## src/hw/rtl/rnlg_pkg.sv

```systemverilog
// ----------------------------------------------------------------------------
// rnlg_pkg
// Types and fixed constants of the NACK list generator.
// ----------------------------------------------------------------------------
package rnlg_pkg;

  localparam int SEQ_W       = 16;
  localparam int TIME_W      = 32;
  localparam int RETRY_W     = 8;
  localparam int MODE_W      = 2;
  localparam int AGE_W       = 16;
  localparam int ENT_W       = 7;
  localparam int CFG_IDX_W   = 2;
  localparam int CFG_DATA_W  = 16;
  localparam int MAX_RESULTS = 64;
  localparam int RES_W       = $clog2(MAX_RESULTS + 1);

  // input mode codes
  localparam logic [MODE_W-1:0] MODE_ARRIVE = 2'd0;
  localparam logic [MODE_W-1:0] MODE_BATCH  = 2'd1;
  localparam logic [MODE_W-1:0] MODE_CLEAR  = 2'd2;
  localparam logic [MODE_W-1:0] MODE_UNUSED = 2'd3;

  // register indexes
  localparam logic [CFG_IDX_W-1:0] CFG_RTT     = 2'd0;
  localparam logic [CFG_IDX_W-1:0] CFG_RETRIES = 2'd1;
  localparam logic [CFG_IDX_W-1:0] CFG_AGE     = 2'd2;
  localparam logic [CFG_IDX_W-1:0] CFG_ENTRIES = 2'd3;

  localparam logic [SEQ_W-1:0]   RST_RTT     = 16'd100;
  localparam logic [RETRY_W-1:0] RST_RETRIES = 8'd20;
  localparam logic [AGE_W-1:0]   RST_AGE     = 16'd10000;
  localparam logic [ENT_W-1:0]   RST_ENTRIES = 7'd64;

  typedef enum logic [1:0] {
    OP_ARRIVE,
    OP_BATCH,
    OP_CLEAR,
    OP_IGNORE
  } op_t;

  typedef struct packed {
    logic [SEQ_W-1:0]   rtt_ms;
    logic [RETRY_W-1:0] max_retries;
    logic [AGE_W-1:0]   max_packet_age;
    logic [ENT_W-1:0]   max_entries;
  } cfg_t;

  typedef struct packed {
    op_t               op;
    logic [SEQ_W-1:0]  seq;
    logic [TIME_W-1:0] now_ms;
  } cmd_t;

  typedef struct packed {
    logic [SEQ_W-1:0]   seq;
    logic [RETRY_W-1:0] retries;
    logic [TIME_W-1:0]  sent_at;
  } entry_t;

  typedef enum logic [3:0] {
    ST_IDLE,
    ST_FIND,
    ST_PURGE,
    ST_PCHK,
    ST_INSERT,
    ST_SEL,
    ST_UPD,
    ST_SDONE,
    ST_EMIT
  } state_t;

endpackage

```

## src/hw/rtl/rnlg_front.sv

```systemverilog
// ----------------------------------------------------------------------------
// rnlg_front
// Takes input words, decodes the mode and queues commands (two deep).
// ----------------------------------------------------------------------------
module rnlg_front (
  input  logic                         clk,
  input  logic                         rst_n,
  input  logic                         in_valid,
  output logic                         in_ready,
  input  logic [rnlg_pkg::MODE_W-1:0]  in_mode,
  input  logic [rnlg_pkg::SEQ_W-1:0]   in_seq,
  input  logic [rnlg_pkg::TIME_W-1:0]  in_now_ms,
  output logic                         cmd_valid,
  input  logic                         cmd_ready,
  output rnlg_pkg::cmd_t               cmd
);

  rnlg_pkg::cmd_t q_r [2];
  logic           wp_r, wp_nxt;
  logic           rp_r, rp_nxt;
  logic [1:0]     cnt_r, cnt_nxt;
  logic           push, pop;
  rnlg_pkg::cmd_t dec;

  always_comb begin
    dec.seq    = in_seq;
    dec.now_ms = in_now_ms;
    unique case (in_mode)
      rnlg_pkg::MODE_ARRIVE: dec.op = rnlg_pkg::OP_ARRIVE;
      rnlg_pkg::MODE_BATCH:  dec.op = rnlg_pkg::OP_BATCH;
      rnlg_pkg::MODE_CLEAR:  dec.op = rnlg_pkg::OP_CLEAR;
      default:               dec.op = rnlg_pkg::OP_IGNORE;
    endcase
  end

  assign in_ready  = (cnt_r != 2'd2);
  assign cmd_valid = (cnt_r != 2'd0);
  assign cmd       = q_r[rp_r];
  assign push      = in_valid && in_ready;
  assign pop       = cmd_valid && cmd_ready;

  always_comb begin
    wp_nxt  = push ? ~wp_r : wp_r;
    rp_nxt  = pop ? ~rp_r : rp_r;
    cnt_nxt = cnt_r + {1'b0, push} - {1'b0, pop};
  end

  always_ff @(posedge clk) begin
    if (!rst_n) begin
      wp_r  <= 1'b0;
      rp_r  <= 1'b0;
      cnt_r <= 2'd0;
    end else begin
      wp_r  <= wp_nxt;
      rp_r  <= rp_nxt;
      cnt_r <= cnt_nxt;
    end
  end

  always_ff @(posedge clk) begin
    if (push) begin
      q_r[wp_r] <= dec;
    end
  end

endmodule

```

## config.mk

```make
export PLATFORM = sky130hd
export DESIGN_NAME = rnlg_front
export DESIGN_NICKNAME = d
export VERILOG_FILES = /design/src/hw/rtl/rnlg_pkg.sv /design/src/hw/rtl/rnlg_front.sv
export SDC_FILE = /design/constraint.sdc
export NUM_CORES = 1
export LEC_CHECK = 0
export ABC_AREA = 1
export BUFFER_PORTS_ARGS = -buffer_cell sky130_fd_sc_hd__buf_2
export CORE_MARGIN = 2
export CORE_UTILIZATION = 40
export CTS_BUF_LIST = sky130_fd_sc_hd__clkbuf_8
export DETAILED_ROUTE_END_ITERATION = 12
export SYNTH_ARGS = -nofsm -noshare
export SYNTH_HDL_FRONTEND = slang
export SYNTH_SLANG_ARGS = --single-unit
```

## constraint.sdc

```tcl
create_clock -name clk -period 4 [get_ports clk]
set_clock_uncertainty 0.15 [all_clocks]
set_input_delay 0.4 -clock clk [delete_from_list [all_inputs] [get_ports clk]]
set_output_delay 0.4 -clock clk [all_outputs]
set_load 0.03 [all_outputs]
```

==> flow_summary.json <==
{
  "diodes": 0,
  "overflow": 0,
  "h-tree-depth": 3,
  "ant_nets": 0,
  "synth_cell_types": 12,
  "startpoint_type": "flip-flop",
  "hpwl_mm": 4.181,
  "yosys-top-cells-area": "edfxtp_1 (73%), mux2_4 (18%), buf_12 (2.4%), dfxtp_1 (2.4%), nand2_1 (0.82%)",
  "crit_buf_inv": 1,
  "io_buffers": 105,
  "fin_nets": 360,
  "synth_top_area_share_pct": 72.95,
  "drive_gt1_share_pct": 55.66,
  "routedWlPerCell_um": 14.83,
  "synth_seq_area_share_pct": 75.38,
  "synth_top_area_cell": "edfxtp_1",
  "synthSimpleGateAreaFrac_pct": 1.915,
  "synth-adder-area-share_pct": 0.6079,
  "drcViolationCount": 0,
  "avgSynthCellArea_um2": 21.11,
  "crit_path_top_delay_cell": "dfxtp_4",
  "numCtsBuffers": 9,
  "core-area_um2": 10140,
  "reg2reg_slack_ns": 1.78,
  "ys_ff_latch": 105,
  "crit_required_ns": 3.45,
  "grt_util_all_layers_pct": 11.90,
  "arrival_ns": 1.91,
  "routed-via-count": 1999,
  "area_growth_pct": 19.06,
  "worst-setup-path-type": "reg -> out",
  "worst_pin_slew_ns": 1.154,
  "holdBufCountCts": 0,
  "cpPeakStageDelay_ns": 1.00,
  "clk_path_buf_depth": 2,
  "ir_drop_v": 0.0004154,
  "grt_max_degree": 51,
  "synthCells": 195,
  "cts_resized": 0,
  "seqPwrFrac_pct": 48.5,
  "p_clk_share_pct": 20.0,
  "grt_setup_unrepaired": "no",
  "layout_commonest_cell": "buf_2",
  "path_max_fanout": 50,
  "die_w_um": 105.4,
  "cts.sinks": 105,
  "slew_violations": 0,
  "period_needed_ns": 2.463,
  "setup_viol": 0,
  "switchingPower_mw": 1.045,
  "maxCapViolCount": 0,
  "start_util_pct": 40.60,
  "hp-class": "in -> reg",
  "clock-root-buffer": "clkbuf_8",
  "crit_chain": "mux2_4 -> buf_2",
  "cts_tree": "built",
  "hold_viol": 0,
  "period_share_pct": 61.58,
  "insertion_delay_ns": 0.36,
  "place.gp.congestion": 0.6886,
  "antenna_found_initial": 0,
  "clkSlewWorstSetupHoldPaths_ns": 0.10,
  "dr.pass1.iters": 4,
  "pwr_density_cell_nw_per_um2": 640.8,
  "fin_setup_tns_ns": 0,
  "status": "finished, final reports clean",
  "wirelength_mm": 6.600,
  "syn-num-nets": 251,
  "grt_pass1_vias": 1970,
  "num_rows": 37,
  "synth_xor_area_share_pct": 0,
  "via_per_inst": 4.492,
  "die_y_um": 105.4,
  "swShare_pct": 33.26,
  "die_area_um2": 11120,
  "initialDrtViolationCount": 46,
  "ys_warn_count": 0,
  "p_leak_nw": 1.951,
  "cp_top_family": "flip-flops",
  "endpoint_kind": "primary output",
  "p_int_mw": 2.096,
  "whs_ns": 0.07257,
  "p_comb_share_pct": 31.5,
  "synth_top_family_by_area": "multiplexers",
  "grt_pass1_wl_mm": 9.922,
  "synth_compound_area_share_pct": 0.2432,
  "slew_headroom_pct": 22.95,
  "final_util_pct": 48.34,
  "fillCellCount": 890,
  "cts_setup_buffers": 0,
  "yosys-mux-area-fraction_pct": 18.24,
  "synthesis.area_um2": 4116,
  "pin_count": 106,
  "layout_common_cells": "buf_2 (105), edfxtp_1 (100), mux2_4 (50), inv_1 (10)",
  "max_freq_ghz": 0.4060
}
-- worst reg2reg max path, cell delays in order, from the launching register on --
cell	delay [ns]
dfxtp_1	0.37
inv_1	0.06
nand2_1	0.10
nand2_1	0.12
nor2_4	0.58
buf_4	0.48
-- worst paths after layout --
| path | from | endpoint | cells past startpoint |
|---|---|---|---|
| worst min-delay path | in_mode[0] | q_r[0][48] | 1 |
| worst max register to register | cnt_r[0] | q_r[0][37] | 5 |
| worst max-delay path | flip-flop | cmd[38] | 2 |
| worst min register to register | rp_r | flip-flop | 2 |
-- kinds of logic after synthesis --
family | Yosys count
adders and majority gates | 2
buffers and inverters | 16
AOI/OAI and AO/OA | 2
DFF | 105
muxes | 50
and+or+nand+nor | 20
-- cells in the mapped netlist --
master	instances
clkbuf_1	2
a21oi_1	2
nor2_1	8
nand2_1	9
mux2_4	50
inv_1	8
buf_6	1
dfxtp_1	5
buf_12	5
ha_1	2
edfxtp_1	100
nand3_1	3
-- metal layers --
metal  track usage, %  vias to the layer above  share of wire [%]
li1                 -                      950                  -
met1            14.44                      977                 43
met2            19.54                       66                 49
met3            4.515                        6                6.8
met4            4.000                        0                1.2
met5                0                        -                  0
-- area by class of cell --
| cell class | instances | area (µm²) | area share (%) |
|---|---|---|---|
| clock buffers | 9 | 123.9 | 2.527 |
| clock inverters | 7 | 65.06 | 1.328 |
| multi-input cells | 74 | 872.1 | 17.79 |
| well taps | 136 | 170.2 | 3.472 |
| inverters | 8 | 30.03 | 0.6127 |
| flip-flops and latches | 105 | 3107 | 63.39 |
| repair buffers | 106 | 533.0 | 10.88 |
-- per-stage QoR --
step / power [mW] / instances / area [µm²] / setup slack [ns]
2_1_floorplan: 2.357 / 195 / 4116 / 0.5092
3_3_place_gp: 2.546 / 429 / 4712 / 1.780
3_5_place_dp: 2.560 / 429 / 4712 / 1.746
4_1_cts: 3.189 / 445 / 4901 / 1.486
5_1_grt: 3.300 / 445 / 4901 / 1.431
6_report: 3.140 / 445 / 4901 / 1.537
-- sequential cells by signal (all words and copies together), names as in the netlist, named ones only --
signal  flops
cnt_r       2
q_r       100
rp_r        1
wp_r        1
-- power by group through the flow --
| stage | logic (mW) | registers, mW | clock network (mW) |
|---|---|---|---|
| 2_1_floorplan | 0.897 | 1.46 | 0 |
| 3_3_place_gp | 0.998 | 1.55 | 0 |
| 3_5_place_dp | 1.00 | 1.56 | 0 |
| 4_1_cts | 1.01 | 1.53 | 0.652 |
| 5_1_grt | 1.06 | 1.55 | 0.693 |
| 6_report | 0.989 | 1.52 | 0.628 |
Note: power is estimated with default switching activity, not from simulation.
