## src/hw/rtl/rnlg_pkg.sv

```systemverilog
// ----------------------------------------------------------------------------
// rnlg_pkg
// Types and fixed constants of the NACK list generator.
// ----------------------------------------------------------------------------
package rnlg_pkg;

  localparam int SEQ_W       = 16;
  localparam int TIME_W      = 32;
  localparam int RETRY_W     = 8;
  localparam int MODE_W      = 2;
  localparam int AGE_W       = 16;
  localparam int ENT_W       = 7;
  localparam int CFG_IDX_W   = 2;
  localparam int CFG_DATA_W  = 16;
  localparam int MAX_RESULTS = 64;
  localparam int RES_W       = $clog2(MAX_RESULTS + 1);

  // input mode codes
  localparam logic [MODE_W-1:0] MODE_ARRIVE = 2'd0;
  localparam logic [MODE_W-1:0] MODE_BATCH  = 2'd1;
  localparam logic [MODE_W-1:0] MODE_CLEAR  = 2'd2;
  localparam logic [MODE_W-1:0] MODE_UNUSED = 2'd3;

  // register indexes
  localparam logic [CFG_IDX_W-1:0] CFG_RTT     = 2'd0;
  localparam logic [CFG_IDX_W-1:0] CFG_RETRIES = 2'd1;
  localparam logic [CFG_IDX_W-1:0] CFG_AGE     = 2'd2;
  localparam logic [CFG_IDX_W-1:0] CFG_ENTRIES = 2'd3;

  localparam logic [SEQ_W-1:0]   RST_RTT     = 16'd100;
  localparam logic [RETRY_W-1:0] RST_RETRIES = 8'd20;
  localparam logic [AGE_W-1:0]   RST_AGE     = 16'd10000;
  localparam logic [ENT_W-1:0]   RST_ENTRIES = 7'd64;

  typedef enum logic [1:0] {
    OP_ARRIVE,
    OP_BATCH,
    OP_CLEAR,
    OP_IGNORE
  } op_t;

  typedef struct packed {
    logic [SEQ_W-1:0]   rtt_ms;
    logic [RETRY_W-1:0] max_retries;
    logic [AGE_W-1:0]   max_packet_age;
    logic [ENT_W-1:0]   max_entries;
  } cfg_t;

  typedef struct packed {
    op_t               op;
    logic [SEQ_W-1:0]  seq;
    logic [TIME_W-1:0] now_ms;
  } cmd_t;

  typedef struct packed {
    logic [SEQ_W-1:0]   seq;
    logic [RETRY_W-1:0] retries;
    logic [TIME_W-1:0]  sent_at;
  } entry_t;

  typedef enum logic [3:0] {
    ST_IDLE,
    ST_FIND,
    ST_PURGE,
    ST_PCHK,
    ST_INSERT,
    ST_SEL,
    ST_UPD,
    ST_SDONE,
    ST_EMIT
  } state_t;

endpackage

```

## src/hw/rtl/rnlg_ram.sv

```systemverilog
// ----------------------------------------------------------------------------
// rnlg_ram
// Generic single write, single read RAM with registered read data.
// ----------------------------------------------------------------------------
module rnlg_ram #(
  parameter int WIDTH = 8,
  parameter int DEPTH = 64
) (
  input  logic                     clk,
  input  logic                     wr_en,
  input  logic [$clog2(DEPTH)-1:0] wr_addr,
  input  logic [WIDTH-1:0]         wr_data,
  input  logic [$clog2(DEPTH)-1:0] rd_addr,
  output logic [WIDTH-1:0]         rd_data
);

  logic [WIDTH-1:0] mem [DEPTH];

  always_ff @(posedge clk) begin
    if (wr_en) begin
      mem[wr_addr] <= wr_data;
    end
    rd_data <= mem[rd_addr];
  end

endmodule

```

## src/hw/rtl/rnlg_back.sv

```systemverilog
// ----------------------------------------------------------------------------
// rnlg_back
// Table engine: sweeps the entry RAM for lookups, purge and batch selection,
// writes inserted entries, and drives the result register.
// ----------------------------------------------------------------------------
module rnlg_back #(
  parameter int TABLE_DEPTH = 64
) (
  input  logic                        clk,
  input  logic                        rst_n,
  input  rnlg_pkg::cfg_t              cfg,
  input  logic                        cmd_valid,
  output logic                        cmd_ready,
  input  rnlg_pkg::cmd_t              cmd,
  output logic                        out_valid,
  input  logic                        out_ready,
  output logic                        out_recovered,
  output logic                        out_nack_valid,
  output logic [rnlg_pkg::SEQ_W-1:0]  out_nack_seq,
  output logic                        out_last
);

  localparam int AW    = $clog2(TABLE_DEPTH);
  localparam int CW    = $clog2(TABLE_DEPTH + 1);
  localparam int SUM_W = rnlg_pkg::SEQ_W + 1;
  localparam int SW    = rnlg_pkg::SEQ_W;
  localparam int TW    = rnlg_pkg::TIME_W;
  localparam int RW    = rnlg_pkg::RETRY_W;
  localparam int EW    = $bits(rnlg_pkg::entry_t);

  function automatic logic seq_lower(input logic [SW-1:0] a, input logic [SW-1:0] b);
    logic [SW-1:0] dba;
    logic [SW-1:0] dab;
    dba = b - a;
    dab = a - b;
    return ((b > a) && !dba[SW-1]) || ((a > b) && dab[SW-1]);
  endfunction

  rnlg_pkg::state_t state_r, state_nxt, ret_r, ret_nxt;

  logic [SW-1:0]          seq_r, seq_nxt;
  logic [TW-1:0]          now_r, now_nxt;
  logic                   started_r, started_nxt;
  logic [SW-1:0]          last_seq_r, last_seq_nxt;
  logic [TABLE_DEPTH-1:0] valid_r, valid_nxt;
  logic [TABLE_DEPTH-1:0] present_r, present_nxt;
  logic [CW-1:0]          cnt_r, cnt_nxt;
  logic                   pv_r, pv_nxt;
  logic [AW-1:0]          pidx_r, pidx_nxt;
  logic                   found_r, found_nxt;
  logic [CW-1:0]          count_r, count_nxt;
  logic [CW-1:0]          slot_r, slot_nxt;
  logic [CW-1:0]          d_r, d_nxt;
  logic                   best_any_r, best_any_nxt;
  logic [AW-1:0]          best_idx_r, best_idx_nxt;
  logic [SW-1:0]          best_seq_r, best_seq_nxt;
  logic [RW-1:0]          best_ret_r, best_ret_nxt;
  logic                   prev_any_r, prev_any_nxt;
  logic [SW-1:0]          prev_r, prev_nxt;
  logic [rnlg_pkg::RES_W-1:0] nres_r, nres_nxt;
  logic                   pend_r, pend_nxt;
  logic [SW-1:0]          pend_seq_r, pend_seq_nxt;
  logic                   r_rec_r, r_rec_nxt;
  logic                   r_nv_r, r_nv_nxt;
  logic [SW-1:0]          r_seq_r, r_seq_nxt;
  logic                   r_last_r, r_last_nxt;
  logic                   out_valid_r, out_valid_nxt;
  logic                   o_rec_r, o_rec_nxt;
  logic                   o_nv_r, o_nv_nxt;
  logic [SW-1:0]          o_seq_r, o_seq_nxt;
  logic                   o_last_r, o_last_nxt;

  logic                   ram_we;
  logic [AW-1:0]          ram_waddr;
  rnlg_pkg::entry_t       ram_wdata;
  rnlg_pkg::entry_t       ent;
  logic [EW-1:0]          ram_rdata;

  logic                   sweep_st, rd_issue, sweep_last, out_free, take;
  logic                   ent_valid, hit, due, better, overflow, last_res;
  logic [SW-1:0]          first_seq, floor_seq, gap, seq_off;
  logic [SUM_W-1:0]       limit;
  logic [RW-1:0]          ret_new;

  rnlg_ram #(.WIDTH(EW), .DEPTH(TABLE_DEPTH)) u_ram (
    .clk     (clk),
    .wr_en   (ram_we),
    .wr_addr (ram_waddr),
    .wr_data (ram_wdata),
    .rd_addr (cnt_r[AW-1:0]),
    .rd_data (ram_rdata)
  );

  assign ent        = rnlg_pkg::entry_t'(ram_rdata);
  assign sweep_st   = (state_r == rnlg_pkg::ST_FIND) || (state_r == rnlg_pkg::ST_PURGE) ||
                      (state_r == rnlg_pkg::ST_SEL);
  assign rd_issue   = sweep_st && (cnt_r < CW'(TABLE_DEPTH));
  assign sweep_last = pv_r && (pidx_r == AW'(TABLE_DEPTH - 1));
  assign out_free   = !out_valid_r || out_ready;
  assign cmd_ready  = (state_r == rnlg_pkg::ST_IDLE);
  assign take       = cmd_valid && cmd_ready;
  assign ent_valid  = pv_r && valid_r[pidx_r];
  assign hit        = ent_valid && (ent.seq == seq_r);
  assign first_seq  = last_seq_r + SW'(1);
  assign floor_seq  = seq_r - cfg.max_packet_age;
  assign gap        = seq_r - first_seq;
  assign seq_off    = ent.seq - first_seq;
  assign limit      = ({{(SUM_W - rnlg_pkg::ENT_W){1'b0}}, cfg.max_entries} >
                       SUM_W'(TABLE_DEPTH)) ? SUM_W'(TABLE_DEPTH) :
                      {{(SUM_W - rnlg_pkg::ENT_W){1'b0}}, cfg.max_entries};
  assign overflow   = ({1'b0, gap} + SUM_W'(count_r)) > limit;
  assign due        = ent_valid && (!prev_any_r || (ent.seq > prev_r)) &&
                      ((now_r - ent.sent_at) >= {{(TW - SW){1'b0}}, cfg.rtt_ms});
  assign better     = due && (!best_any_r || (ent.seq < best_seq_r));
  assign ret_new    = (best_ret_r == {RW{1'b1}}) ? best_ret_r : best_ret_r + RW'(1);
  assign last_res   = (nres_r + rnlg_pkg::RES_W'(1)) == rnlg_pkg::RES_W'(rnlg_pkg::MAX_RESULTS);

  // next state
  always_comb begin
    state_nxt = state_r;
    unique case (state_r)
      rnlg_pkg::ST_IDLE: begin
        if (take) begin
          unique case (cmd.op)
            rnlg_pkg::OP_ARRIVE: begin
              if (!started_r || (cmd.seq == last_seq_r)) begin
                state_nxt = rnlg_pkg::ST_EMIT;
              end else if (seq_lower(cmd.seq, last_seq_r)) begin
                state_nxt = rnlg_pkg::ST_FIND;
              end else begin
                state_nxt = rnlg_pkg::ST_PURGE;
              end
            end
            rnlg_pkg::OP_BATCH: state_nxt = rnlg_pkg::ST_SEL;
            default:            state_nxt = rnlg_pkg::ST_EMIT;
          endcase
        end
      end
      rnlg_pkg::ST_FIND:   if (sweep_last) state_nxt = rnlg_pkg::ST_EMIT;
      rnlg_pkg::ST_PURGE:  if (sweep_last) state_nxt = rnlg_pkg::ST_PCHK;
      rnlg_pkg::ST_PCHK:   state_nxt = overflow ? rnlg_pkg::ST_EMIT : rnlg_pkg::ST_INSERT;
      rnlg_pkg::ST_INSERT: if (SW'(d_r) == gap) state_nxt = rnlg_pkg::ST_EMIT;
      rnlg_pkg::ST_SEL:    if (sweep_last) state_nxt = rnlg_pkg::ST_UPD;
      rnlg_pkg::ST_UPD: begin
        if (!best_any_r || pend_r || last_res) begin
          state_nxt = rnlg_pkg::ST_EMIT;
        end else begin
          state_nxt = rnlg_pkg::ST_SEL;
        end
      end
      rnlg_pkg::ST_SDONE:  state_nxt = rnlg_pkg::ST_EMIT;
      rnlg_pkg::ST_EMIT:   if (out_free) state_nxt = ret_r;
      default:             state_nxt = rnlg_pkg::ST_IDLE;
    endcase
  end

  // datapath
  always_comb begin
    ret_nxt      = ret_r;
    seq_nxt      = seq_r;
    now_nxt      = now_r;
    started_nxt  = started_r;
    last_seq_nxt = last_seq_r;
    valid_nxt    = valid_r;
    present_nxt  = present_r;
    found_nxt    = found_r;
    count_nxt    = count_r;
    slot_nxt     = slot_r;
    d_nxt        = d_r;
    best_any_nxt = best_any_r;
    best_idx_nxt = best_idx_r;
    best_seq_nxt = best_seq_r;
    best_ret_nxt = best_ret_r;
    prev_any_nxt = prev_any_r;
    prev_nxt     = prev_r;
    nres_nxt     = nres_r;
    pend_nxt     = pend_r;
    pend_seq_nxt = pend_seq_r;
    r_rec_nxt    = r_rec_r;
    r_nv_nxt     = r_nv_r;
    r_seq_nxt    = r_seq_r;
    r_last_nxt   = r_last_r;
    ram_we       = 1'b0;
    ram_waddr    = slot_r[AW-1:0];
    ram_wdata    = '0;

    // read pipeline of the sweeps
    if (sweep_st) begin
      pv_nxt   = rd_issue;
      pidx_nxt = cnt_r[AW-1:0];
      cnt_nxt  = rd_issue ? cnt_r + CW'(1) : cnt_r;
    end else begin
      pv_nxt       = 1'b0;
      pidx_nxt     = pidx_r;
      cnt_nxt      = '0;
      best_any_nxt = 1'b0;
    end

    // result register
    out_valid_nxt = out_valid_r && !out_ready;
    o_rec_nxt     = o_rec_r;
    o_nv_nxt      = o_nv_r;
    o_seq_nxt     = o_seq_r;
    o_last_nxt    = o_last_r;

    case (state_r)
      rnlg_pkg::ST_IDLE: begin
        r_rec_nxt  = 1'b0;
        r_nv_nxt   = 1'b0;
        r_seq_nxt  = '0;
        r_last_nxt = 1'b1;
        ret_nxt    = rnlg_pkg::ST_IDLE;
        if (take) begin
          seq_nxt      = cmd.seq;
          now_nxt      = cmd.now_ms;
          found_nxt    = 1'b0;
          count_nxt    = '0;
          present_nxt  = '0;
          prev_any_nxt = 1'b0;
          nres_nxt     = '0;
          pend_nxt     = 1'b0;
          if (cmd.op == rnlg_pkg::OP_ARRIVE && !started_r) begin
            started_nxt  = 1'b1;
            last_seq_nxt = cmd.seq;
          end
          if (cmd.op == rnlg_pkg::OP_CLEAR) begin
            valid_nxt    = '0;
            started_nxt  = 1'b0;
            last_seq_nxt = '0;
          end
        end
      end
      rnlg_pkg::ST_FIND: begin
        if (hit) begin
          valid_nxt[pidx_r] = 1'b0;
          found_nxt         = 1'b1;
        end
        r_rec_nxt = found_r || hit;
      end
      rnlg_pkg::ST_PURGE: begin
        if (ent_valid) begin
          if (ent.seq < floor_seq) begin
            valid_nxt[pidx_r] = 1'b0;
          end else begin
            count_nxt = count_r + CW'(1);
            if (seq_off < SW'(TABLE_DEPTH)) begin
              present_nxt[seq_off[AW-1:0]] = 1'b1;
            end
          end
        end
      end
      rnlg_pkg::ST_PCHK: begin
        slot_nxt = '0;
        d_nxt    = '0;
        if (overflow) begin
          valid_nxt    = '0;
          last_seq_nxt = seq_r;
        end
      end
      rnlg_pkg::ST_INSERT: begin
        if (SW'(d_r) == gap) begin
          last_seq_nxt = seq_r;
        end else if (present_r[d_r[AW-1:0]]) begin
          d_nxt = d_r + CW'(1);
        end else if (valid_r[slot_r[AW-1:0]]) begin
          slot_nxt = slot_r + CW'(1);
        end else begin
          ram_we                      = 1'b1;
          ram_wdata.seq               = first_seq + SW'(d_r);
          valid_nxt[slot_r[AW-1:0]]   = 1'b1;
          slot_nxt                    = slot_r + CW'(1);
          d_nxt                       = d_r + CW'(1);
        end
      end
      rnlg_pkg::ST_SEL: begin
        if (better) begin
          best_any_nxt = 1'b1;
          best_idx_nxt = pidx_r;
          best_seq_nxt = ent.seq;
          best_ret_nxt = ent.retries;
        end
      end
      rnlg_pkg::ST_UPD: begin
        r_rec_nxt = 1'b0;
        ret_nxt   = rnlg_pkg::ST_IDLE;
        if (!best_any_r) begin
          r_nv_nxt   = pend_r;
          r_seq_nxt  = pend_r ? pend_seq_r : '0;
          r_last_nxt = 1'b1;
        end else begin
          ram_we                = 1'b1;
          ram_waddr             = best_idx_r;
          ram_wdata.seq         = best_seq_r;
          ram_wdata.retries     = ret_new;
          ram_wdata.sent_at     = now_r;
          valid_nxt[best_idx_r] = (ret_new < cfg.max_retries);
          prev_any_nxt          = 1'b1;
          prev_nxt              = best_seq_r;
          nres_nxt              = nres_r + rnlg_pkg::RES_W'(1);
          pend_nxt              = 1'b1;
          pend_seq_nxt          = best_seq_r;
          r_nv_nxt              = 1'b1;
          if (pend_r) begin
            // the earlier pick is now known not to be the final one
            r_seq_nxt  = pend_seq_r;
            r_last_nxt = 1'b0;
            ret_nxt    = last_res ? rnlg_pkg::ST_SDONE : rnlg_pkg::ST_SEL;
          end else begin
            r_seq_nxt  = best_seq_r;
            r_last_nxt = 1'b1;
          end
        end
      end
      rnlg_pkg::ST_SDONE: begin
        r_rec_nxt  = 1'b0;
        r_nv_nxt   = 1'b1;
        r_seq_nxt  = pend_seq_r;
        r_last_nxt = 1'b1;
        ret_nxt    = rnlg_pkg::ST_IDLE;
      end
      rnlg_pkg::ST_EMIT: begin
        if (out_free) begin
          out_valid_nxt = 1'b1;
          o_rec_nxt     = r_rec_r;
          o_nv_nxt      = r_nv_r;
          o_seq_nxt     = r_seq_r;
          o_last_nxt    = r_last_r;
        end
      end
      default: begin
      end
    endcase
  end

  always_ff @(posedge clk) begin
    if (!rst_n) begin
      state_r     <= rnlg_pkg::ST_IDLE;
      ret_r       <= rnlg_pkg::ST_IDLE;
      started_r   <= 1'b0;
      last_seq_r  <= '0;
      valid_r     <= '0;
      cnt_r       <= '0;
      pv_r        <= 1'b0;
      best_any_r  <= 1'b0;
      out_valid_r <= 1'b0;
    end else begin
      state_r     <= state_nxt;
      ret_r       <= ret_nxt;
      started_r   <= started_nxt;
      last_seq_r  <= last_seq_nxt;
      valid_r     <= valid_nxt;
      cnt_r       <= cnt_nxt;
      pv_r        <= pv_nxt;
      best_any_r  <= best_any_nxt;
      out_valid_r <= out_valid_nxt;
    end
  end

  always_ff @(posedge clk) begin
    seq_r      <= seq_nxt;
    now_r      <= now_nxt;
    present_r  <= present_nxt;
    pidx_r     <= pidx_nxt;
    found_r    <= found_nxt;
    count_r    <= count_nxt;
    slot_r     <= slot_nxt;
    d_r        <= d_nxt;
    best_idx_r <= best_idx_nxt;
    best_seq_r <= best_seq_nxt;
    best_ret_r <= best_ret_nxt;
    prev_any_r <= prev_any_nxt;
    prev_r     <= prev_nxt;
    nres_r     <= nres_nxt;
    pend_r     <= pend_nxt;
    pend_seq_r <= pend_seq_nxt;
    r_rec_r    <= r_rec_nxt;
    r_nv_r     <= r_nv_nxt;
    r_seq_r    <= r_seq_nxt;
    r_last_r   <= r_last_nxt;
    o_rec_r    <= o_rec_nxt;
    o_nv_r     <= o_nv_nxt;
    o_seq_r    <= o_seq_nxt;
    o_last_r   <= o_last_nxt;
  end

  assign out_valid      = out_valid_r;
  assign out_recovered  = o_rec_r;
  assign out_nack_valid = o_nv_r;
  assign out_nack_seq   = o_seq_r;
  assign out_last       = o_last_r;

endmodule

```

## config.mk

```make
export PLATFORM = sky130hd
export DESIGN_NAME = rnlg_back
export DESIGN_NICKNAME = d
export VERILOG_FILES = /design/src/hw/rtl/rnlg_pkg.sv /design/src/hw/rtl/rnlg_ram.sv /design/src/hw/rtl/rnlg_back.sv
export SDC_FILE = /design/constraint.sdc
export NUM_CORES = 2
export LEC_CHECK = 0
export BUFFER_PORTS_ARGS = -buffer_cell sky130_fd_sc_hd__buf_4
export CAP_MARGIN = 30
export CORE_ASPECT_RATIO = 1.4
export CORE_MARGIN = 1.5
export CORE_UTILIZATION = 50
export CTS_CLUSTER_DIAMETER = 120
export DETAILED_ROUTE_END_ITERATION = 6
export HOLD_SLACK_MARGIN = 0.06
export PLACE_DENSITY = 0.63
export SLEW_MARGIN = 20
export SYNTH_ARGS = -nofsm -noshare
export SYNTH_HDL_FRONTEND = slang
export SYNTH_SLANG_ARGS = --single-unit
```

## constraint.sdc

```tcl
create_clock -name clk -period 11.5 [get_ports clk]
set_input_delay 0.575 -clock clk [delete_from_list [all_inputs] [get_ports clk]]
set_output_delay 0.575 -clock clk [all_outputs]
set_load 0.02 [all_outputs]
```

==> flow_metrics.tcl <==
set metrics [dict create \
    cp-end-kind "flip-flop" \
    max-slew-margin-rel_pct 23.24 \
    setup_tns_ns 0 \
    fp.dieW_um 484.8 \
    die_y_um 677.6 \
    via_per_inst 6.469 \
    final-seq-area_mm2 0.1177 \
    htreeDepth 5 \
    period_minus_slack_ns 6.744 \
    crit_path_top_delay_cell "buf_4" \
    cts.path.max_buffers 4 \
    vias 84700 \
    grt_max_degree 134 \
    synth_seq_cells 3969 \
    critPathMaxStageDelay_ns 0.65 \
    cts_tree "built" \
    synth_xor_area_share_pct 0.8923 \
    ys_types 104 \
    synth_nets 8407 \
    status "finished clean" \
    p_leak_nw 49.91 \
    min_period_over_period_pct 58.64 \
    synthArstFlopShare_pct 0 \
    critPathBufInv 4 \
    cp_max_fo 46 \
    rows 247 \
    dp_hpwl_um 284200 \
    drc 0 \
    synth_top_family_by_area "multiplexers" \
    rsz0062_at_grt "false" \
    synth_simple_gate_area_share_pct 2.609 \
    portBuffers 121 \
    syn_avg_cell_area_um2 20.03 \
    seq_area_frac_synth_pct 72.39 \
    clk_latency_ns 0.95 \
    fin_worst_skew_ns 0.06105 \
    worstMarginPinSlew_ns 1.135 \
    synth_compound_area_share_pct 3.805 \
    dieArea_mm2 0.3285 \
    cellPowerDensity_mw_per_mm2 187.1 \
    drt_pass1_iterations 6 \
    syn_to_final_growth_pct 13.39 \
    finalNetCount 8804 \
    start_util_pct 50.28 \
    cp_top_family "compound AO/OA/AOI/OAI gates" \
    grtUsageTotal_pct 27.48 \
    multi_input_area_mm2 0.04337 \
    io_pins 122 \
    drt_iter0_drc 10380 \
    slew_viol_final 0 \
    antenna_found_initial 57 \
    report.final.hold_viol_count 0 \
    cts_root_buf "clkbuf_16" \
    setup_violations 0 \
    min_path_type "input pin to flip-flop" \
    wl_per_cell_um 34.61 \
    postPlaceCellArea_mm2 0.1707 \
    grt.overflow.total 0 \
    nFillCells 23760 \
    critical_path_class "flip-flop to flip-flop" \
    postRouteAntennaNets 0 \
    grt_pass1_vias 84810 \
    max_cap_viol_count 0 \
    yosys.area_share.adder_pct 1.555 \
    timing.fmax_mhz 148.3 \
    required_ns 12.28 \
    worstPathArrival_ns 7.53 \
    gp_congestion 0.8985 \
    grt_pass1_wl_um 642000 \
    wirelength_um 453100 \
    clkTransAtPathRegs_ns 0.08 \
    cts_buffers 378 \
    syn_area_mm2 0.1625 \
    vdd_drop_max_uv 131.7 \
    synth_warnings 0 \
    clkSinkCount 3969 \
    start_kind "flip-flop" \
    design_area_mm2 0.1843 \
    synthCells 8115 \
    fp.coreArea_mm2 0.3233 \
    drive_gt1_share_pct 26.64 \
    synth_enable_flop_cells 3816 \
    synth.area.mux_share_pct 17.21 \
    synth_flop_cell "edfxtp_1" \
]
[metal layers]
layer	vias up	wire, um	track usage (%)
met5	-	94	0
met3	764	32760	4.137
met1	45530	176600	37.45
met4	14	15810	9.126
li1	34550	-	-
met2	3838	227900	45.64
[worst register-to-register path, stage by stage, from the launching register on]
cell and delay [ns]:
edfxtp_1 0.42, inv_1 0.20, ha_1 0.21, inv_1 0.05, fa_1 0.40, a21o_1 0.17
a21oi_1 0.21, o21ai_0 0.12, a21oi_1 0.25, o21ai_0 0.13, a21oi_1 0.24, o21bai_1 0.10
a21oi_1 0.21, o21ai_0 0.21, a2111oi_0 0.47, nor3_1 0.13, ha_1 0.31, nand4_1 0.11
a211oi_1 0.20, nor2_1 0.12, nand2b_1 0.21, o211ai_1 0.16, buf_4 0.44, or2_2 0.59
buf_4 0.66, o21ai_0 0.26
[cell usage in the layout (no fill, tap or decap), types with 30 or more instances in the layout]
master,Yosys,layout
nor2_1,248,237
xor2_1,50,50
nor3_1,38,34
clkbuf_16,0,386
a21oi_1,304,246
buf_12,0,34
nand3_1,76,76
nand2_1,241,237
bufinv_16,0,46
edfxtp_1,3816,3816
dfxtp_1,153,146
clkbuf_1,330,56
a21oi_4,0,57
a21o_1,57,57
and3_1,50,45
mux2i_1,70,70
inv_1,212,211
xnor2_1,90,89
clkinv_1,3,69
o311ai_0,33,33
nor2b_1,42,42
clkinv_2,0,80
o311a_1,31,31
ha_1,185,185
buf_4,2,335
o21ai_0,266,263
mux4_2,1203,1203
nand2b_1,30,30
dlygate4sd3_1,0,51
[cell usage after synthesis, drive strengths merged, types with 26 or more instances]
library cell,number,area share (%)
buf,107,0.28
nand4,26,0.10
ha,185,1.4
mux4,1203,17
nand2b,30,0.12
nand2,241,0.56
dfxtp,153,1.9
a21oi,304,0.94
o311ai,33,0.18
edfxtp,3816,71
nor2b,42,0.16
xnor2,93,0.52
nor3,39,0.13
o311a,31,0.19
nand3,78,0.25
and3,50,0.19
o21ai,278,0.86
nor2,249,0.58
inv,213,0.49
a21o,57,0.26
o31ai,29,0.13
clkbuf,330,0.76
xor2,51,0.28
mux2i,70,0.43
[per-stage QoR]
stage	power (mW)	instances	utilization [%]	worst slack, ns	hold slack, ns
after detailed placement	21.99	12300	52.80	4.907	0.3902
final	34.48	13090	57.01	4.756	0.2210
after floorplan	20.21	8115	-	2.055	0.3855
after global routing	35.55	13080	56.99	4.350	0.2420
after global placement	21.93	12260	52.56	4.721	0.3968
after CTS	34.66	13050	56.86	4.830	0.1766
[kinds of logic after synthesis]
| family | Yosys count |
|---|---|
| buffers and inverters | 653 |
| AOI/OAI and AO/OA | 977 |
| xor gates and xnor gates | 151 |
| adders and majority gates | 200 |
| DFF | 3969 |
| and+or+nand+nor | 877 |
| muxes | 1288 |
[flip-flops by register name (all words and copies together) (netlist names), 7 cells and up]
register / count
u_ram.mem: 3584
present_r: 64
valid_r: 64
u_ram.rd_data: 56
now_r: 32
best_seq_r: 16
last_seq_r: 16
out_nack_seq: 16
pend_seq_r: 16
r_seq_r: 16
seq_r: 16
best_ret_r: 8
cnt_r: 7
count_r: 7
d_r: 7
nres_r: 7
[power breakdown]
group,leakage [nW],total (mW),internal [mW],switching (mW)
sequential,30.0,16.5,16.1,0.360
clock,6.15,12.8,7.30,5.47
combinational,13.8,5.20,2.07,3.13
total,49.9,34.5,25.5,8.96
[repair_timing]
action	4_1_cts	5_1_grt
hold endpoints to repair	62	0
resized for setup	0	0
hold buffers	51	0
buffers inserted	0	0
[final cells by class]
class | instances | area share [%]
multi-input cells | 3493 | 23.54
clock buffers | 456 | 5.460
clock inverters | 243 | 1.386
well taps | 4233 | 2.874
flip-flops and latches | 3969 | 63.86
repair buffers | 454 | 2.404
inverters | 216 | 0.4413
diodes | 29 | 0.03938
[final timing paths]
path | cells past startpoint | slack [ns] | endpoint | startpoint
hold reg to reg | 0 | 0.41 | best_ret_r[7] | u_ram.rd_data[39]
setup reg to reg | 25 | 4.76 | valid_r[48] | seq_r[0]
hold / removal | 3 | 0.22 | valid_r[54] | rst_n
setup / recovery | 25 | 4.76 | valid_r[48] | seq_r[0]
Power figures use the tool's default switching activity.
